[src/hdl/sct_pkg.sv]
// ----------------------------------------------------------------------------
// sct_pkg: shared definitions for the similarity transform block
// Opcodes, register indexes, pipeline depths and the lane control struct.
// ----------------------------------------------------------------------------
package sct_pkg;

	// forward coefficients: 32-bit signed, 30 fraction bits
	localparam int COEF_W   = 32;
	localparam int FWD_FRAC = 30;

	// operand slice width of the pipelined multiplier (25x25 signed products)
	localparam int MUL_CHUNK = 24;

	localparam int CFG_IDX_W = 3;
	localparam logic [CFG_IDX_W-1:0] REG_ORIGIN_X = 3'd0;
	localparam logic [CFG_IDX_W-1:0] REG_ORIGIN_Y = 3'd1;
	localparam logic [CFG_IDX_W-1:0] REG_FWD_COS  = 3'd2;
	localparam logic [CFG_IDX_W-1:0] REG_FWD_SIN  = 3'd3;
	localparam logic [CFG_IDX_W-1:0] REG_INV_COS  = 3'd4;
	localparam logic [CFG_IDX_W-1:0] REG_INV_SIN  = 3'd5;

	localparam logic [1:0] OP_PT_INV  = 2'd0;
	localparam logic [1:0] OP_PT_FWD  = 2'd1;
	localparam logic [1:0] OP_BOX_INV = 2'd2;
	localparam logic [1:0] OP_BOX_FWD = 2'd3;

	localparam logic signed [COEF_W-1:0] FWD_COS_RST = 32'sh4000_0000;

	// one lane per rectangle corner
	localparam int NUM_LANES = 4;
	localparam int LANE_LAT  = 7;
	localparam int MERGE_LAT = 2;
	localparam int PIPE_LAT  = LANE_LAT + MERGE_LAT;

	typedef struct packed {
		logic fwd;
		logic rect;
	} ctl_t;

endpackage

[src/hdl/sct_merge.sv]
// ----------------------------------------------------------------------------
// sct_merge: bounding box over the corner lanes
// Pairwise min/max and saturation OR in the first stage, final min/max in
// the second. Point requests take lane 0 alone.
// ----------------------------------------------------------------------------
module sct_merge #(
	parameter int W = 48
) (
	input  logic                                 clk,
	input  logic                                 rect,
	input  logic signed [W-1:0]                  xs [sct_pkg::NUM_LANES],
	input  logic signed [W-1:0]                  ys [sct_pkg::NUM_LANES],
	input  logic [sct_pkg::NUM_LANES-1:0]        sats,
	output logic signed [W-1:0]                  low_x,
	output logic signed [W-1:0]                  low_y,
	output logic signed [W-1:0]                  high_x,
	output logic signed [W-1:0]                  high_y,
	output logic                                 saturated
);

	logic signed [W-1:0] x [sct_pkg::NUM_LANES];
	logic signed [W-1:0] y [sct_pkg::NUM_LANES];
	logic                sat_n;
	logic signed [W-1:0] lo_x01_s1, lo_x23_s1, hi_x01_s1, hi_x23_s1;
	logic signed [W-1:0] lo_y01_s1, lo_y23_s1, hi_y01_s1, hi_y23_s1;
	logic                sat_s1;
	logic signed [W-1:0] low_x_s2, low_y_s2, high_x_s2, high_y_s2;
	logic                sat_s2;

	function automatic logic signed [W-1:0] smin(input logic signed [W-1:0] a,
			input logic signed [W-1:0] b);
		return (b < a) ? b : a;
	endfunction

	function automatic logic signed [W-1:0] smax(input logic signed [W-1:0] a,
			input logic signed [W-1:0] b);
		return (a < b) ? b : a;
	endfunction

	// for a point, every slot sees lane 0
	always_comb begin
		for (int i = 0; i < sct_pkg::NUM_LANES; i++) begin
			x[i] = rect ? xs[i] : xs[0];
			y[i] = rect ? ys[i] : ys[0];
		end
		sat_n = rect ? (|sats) : sats[0];
	end

	always_ff @(posedge clk) begin
		lo_x01_s1 <= smin(x[0], x[1]);
		lo_x23_s1 <= smin(x[2], x[3]);
		hi_x01_s1 <= smax(x[0], x[1]);
		hi_x23_s1 <= smax(x[2], x[3]);
		lo_y01_s1 <= smin(y[0], y[1]);
		lo_y23_s1 <= smin(y[2], y[3]);
		hi_y01_s1 <= smax(y[0], y[1]);
		hi_y23_s1 <= smax(y[2], y[3]);
		sat_s1    <= sat_n;
	end

	always_ff @(posedge clk) begin
		low_x_s2  <= smin(lo_x01_s1, lo_x23_s1);
		high_x_s2 <= smax(hi_x01_s1, hi_x23_s1);
		low_y_s2  <= smin(lo_y01_s1, lo_y23_s1);
		high_y_s2 <= smax(hi_y01_s1, hi_y23_s1);
		sat_s2    <= sat_s1;
	end

	assign low_x     = low_x_s2;
	assign low_y     = low_y_s2;
	assign high_x    = high_x_s2;
	assign high_y    = high_y_s2;
	assign saturated = sat_s2;

endmodule

[config.mk]
export PLATFORM = sky130hd
export DESIGN_NAME = sct_merge
export DESIGN_NICKNAME = d
export VERILOG_FILES = /design/src/hdl/sct_pkg.sv /design/src/hdl/sct_merge.sv
export SDC_FILE = /design/constraint.sdc
export NUM_CORES = 2
export LEC_CHECK = 0
export ABC_AREA = 1
export BUFFER_PORTS_ARGS = -buffer_cell sky130_fd_sc_hd__buf_2
export CAP_MARGIN = 20
export CORE_UTILIZATION = 38
export CTS_CLUSTER_SIZE = 16
export DETAILED_ROUTE_END_ITERATION = 10
export PLACE_DENSITY_LB_ADDON = 0.1
export RECOVER_POWER = 25
export SYNTH_ARGS = -nofsm -noshare
export SYNTH_HDL_FRONTEND = slang
export SYNTH_SLANG_ARGS = --single-unit
[constraint.sdc]
create_clock -name clk -period 4.45 [get_ports clk]
set_input_delay 0.89 -clock clk [delete_from_list [all_inputs] [get_ports clk]]
set_output_delay 0.89 -clock clk [all_outputs]
set_load 0.005 [all_outputs]
==> run metrics <==
Setup TNS Final 0 ns; Adder-Cell Fraction of Synth Area 0.142; multiplexer share of the synthesized area 0; Area Overhead vs Synth 18.1%; Initial DRC Count 1809; Die Span Y 299 um; H-tree depth 3; PD cells 567 mW/mm^2; Final HPWL DP 94100 um; hold slack final 0.328 ns; CTS buffer count 71; CP Launch Type primary input; cell taking the most area after synthesis dfxtp_1; Final Core Density 0.454; Pleak 21.4 nW; max cap viols 0; first-pass GRT wire length 180000 um; Seq/Total Area, Yosys 0.346; DIE AREA 0.0892 sq mm; library cells used by synthesis 34; status completed; Initial Util 0.384; Hold Fails Final Rpt 0; Reg2Reg Depth 14; Routed Wire Length 120000 um; root buf cell clkbuf_16; Area contributors post-synth dfxtp_1 (35%), nand2_1 (15%), ha_1 (14%), nand3_1 (7.1%), inv_1 (6.7%); RSZ-0062 raised after global routing no; initial antenna violation count 13; layout cell share with drive strength beyond 1 0.167; r2r endpoint high_x[0]; Core Area 0.0870 sq mm; clock-pin slew on the worst setup and hold paths 0.06 ns; WHS Path Cells 0; Slew headroom 0.330; syn avg cell area 7.16 sq um; Peak VDD IR 0.353 mV; xor/xnor share of the synthesized area 0; critical path arrival 4.38 ns; TritonCTS clock tree yes; critical path class primary input to flop; largest net degree at the start of global routing 67; clock skew 0.0264 ns; Pre-antenna DRT Iters 5; # IOs 583; Worst Path Required 5.00 ns; crit end category flop; Hold Crit Endpoint saturated; Post-Syn Instances 4671; Ys Warns 0; R2R Path Start hi_x23_s1[47]; Synth Area in Compound Gates 0.110; max-slew violations 0; Synth top area share 0.346; via/cell ratio 4.95; fin nets 5955; Placer Congestion 0.901; post-CTS sizing 0; Site Rows 108; clk buf depth 3; chip width 299 um; largest family of logic cells by synthesized area simple AND/OR/NAND/NOR gates; clock sink count 578; vias in the first global route 30500; Cell Area, Synth 0.0334 sq mm; crit share post-route 0.860; Routed WL per cell 18.8 um; Final min period 3.83 ns; pre-CTS setup slack -0.00819 ns; total grt overflow 0; Post-CTS Hold Fix Bufs 0; synthesized flop and latch total 578; post-route setup slack 0.623 ns; # DRC 0; Tightest Hold Check Type flop to flop; GRT Resource Usage Total 0.264; setup violators final 0; final instance area 0.0395 sq mm; Clock Latency Late Sink 0.61 ns; Worst-Margin Slew 1.01 ns; post-CTS setup buffer count 0; total nets after synthesis 5441; vias 31700; synthesized-area fraction occupied by and/or/nand/nor cells 0.289; worst-path maximum fanout 56; hold path startpoint sat_s1; IO buf count 582; DP Area 0.0373 sq mm; reg2reg setup slack 1.18 ns; Max Fclk 261 MHz; ANT nets after route 0
==> metal layers <==
layer	vias to the layer above	GRT usage	wire length, um
li1	16100	-	-
met1	14500	0.329	51500
met2	908	0.461	58200
met3	206	0.0313	6190
met4	10	0.102	4520
met5	-	0	65
==> stage by stage <==
stage,power [mW],cells
after detailed placement,16.8,6266
after global placement,16.8,6266
after CTS,22.7,6390
after floorplan,13.2,4671
final,22.4,6399
after global routing,23.9,6396
==> synthesized netlist by cell type <==
master and number:
a21o_1 16, a21oi_1 346, a31oi_1 6, and2_1 1
and2b_1 2, buf_1 4, buf_12 11, buf_2 76
buf_4 52, buf_6 12, buf_8 10, clkbuf_1 62
dfxtp_1 578, ha_1 380, inv_1 600, inv_2 1
nand2_1 1322, nand2_2 28, nand2_4 1, nand3_1 474
nand3_2 103, nand3b_1 1, nand4_1 32, nor2_1 205
nor2_2 3, nor3_1 13, nor3_2 1, nor3b_1 2
nor4_1 1, o21a_1 12, o21ai_0 230, o21ai_1 57
o21ai_2 28, o21bai_1 1
==> cell families (layout without fill, tap and decap cells) <==
kind of cell             Yosys count  after routing
adder cells (fa/ha/maj)          380            380
AND/OR/NAND/NOR                 2189           2189
other                              0              8
flip-flops                       578            578
AO/OA/AOI/OAI                    696            696
buffers and inverters            828           1393
==> layout by cell type (no fill, tap or decap), types with 16 or more instances in the layout <==
master / instances
o21ai_1: 57
a21o_1: 16
clkbuf_1: 104
clkbuf_16: 72
nand3_2: 112
buf_12: 21
dfxtp_1: 578
o21ai_0: 230
nand3_1: 465
nand4_1: 32
ha_1: 380
inv_1: 600
buf_4: 65
clkbuf_8: 20
o21ai_2: 28
nand2_1: 1307
nor2_1: 205
a21oi_1: 346
buf_2: 487
nand2_2: 40
==> flip-flops by register name, summed over array words and instances, names as in the netlist <==
register / cells
low_y: 48
lo_y01_s1: 48
sat_s1: 1
saturated: 1
hi_y01_s1: 48
lo_x01_s1: 48
hi_x23_s1: 48
lo_x23_s1: 48
hi_x01_s1: 48
high_x: 48
lo_y23_s1: 48
high_y: 48
hi_y23_s1: 48
low_x: 48
==> layout make-up <==
class	instances	area, sq um
fill	9102	47500
clock buffer	103	2120
inverter	601	2260
antenna	8	20.0
sequential	578	11600
clock inverter	21	178
multi-input combinational	3265	18200
timing repair buffer	668	3710
tap	1155	1450
==> critical path, stage by stage <==
cell and delay [ns]:
buf_8 0.22, buf_12 0.27, nor2_1 0.09, a21oi_1 0.36
ha_1 0.24, nand4_1 0.19, nor2_1 0.21, nand3_1 0.29
nor3_1 0.56, nand2_4 0.08, nand3_2 0.09, buf_4 0.49
nand2_1 0.13, nand2_1 0.09
==> power breakdown <==
part	internal (mW)	total (mW)	leakage [nW]	switching (mW)
registers	6.91	7.71	4.86	0.805
logic	3.00	8.93	15.3	5.93
clock network	3.41	5.75	1.15	2.34
total	13.3	22.4	21.4	9.08
==> worst max path at each step <==
stage | from | to | slack [ns] | cells past startpoint
floorplan | rect | lo_y23_s1[45] | 1.03 | 16
global placement | rect | lo_x23_s1[9] | 0.03 | 14
detailed placement | rect | lo_x23_s1[23] | -0.008 | 14
CTS | rect | lo_x23_s1[23] | 0.62 | 14
global route | rect | hi_y23_s1[11] | 0.44 | 19
finish | rect | lo_x23_s1[23] | 0.62 | 14
No activity file was read; power rests on OpenSTA's default activity.
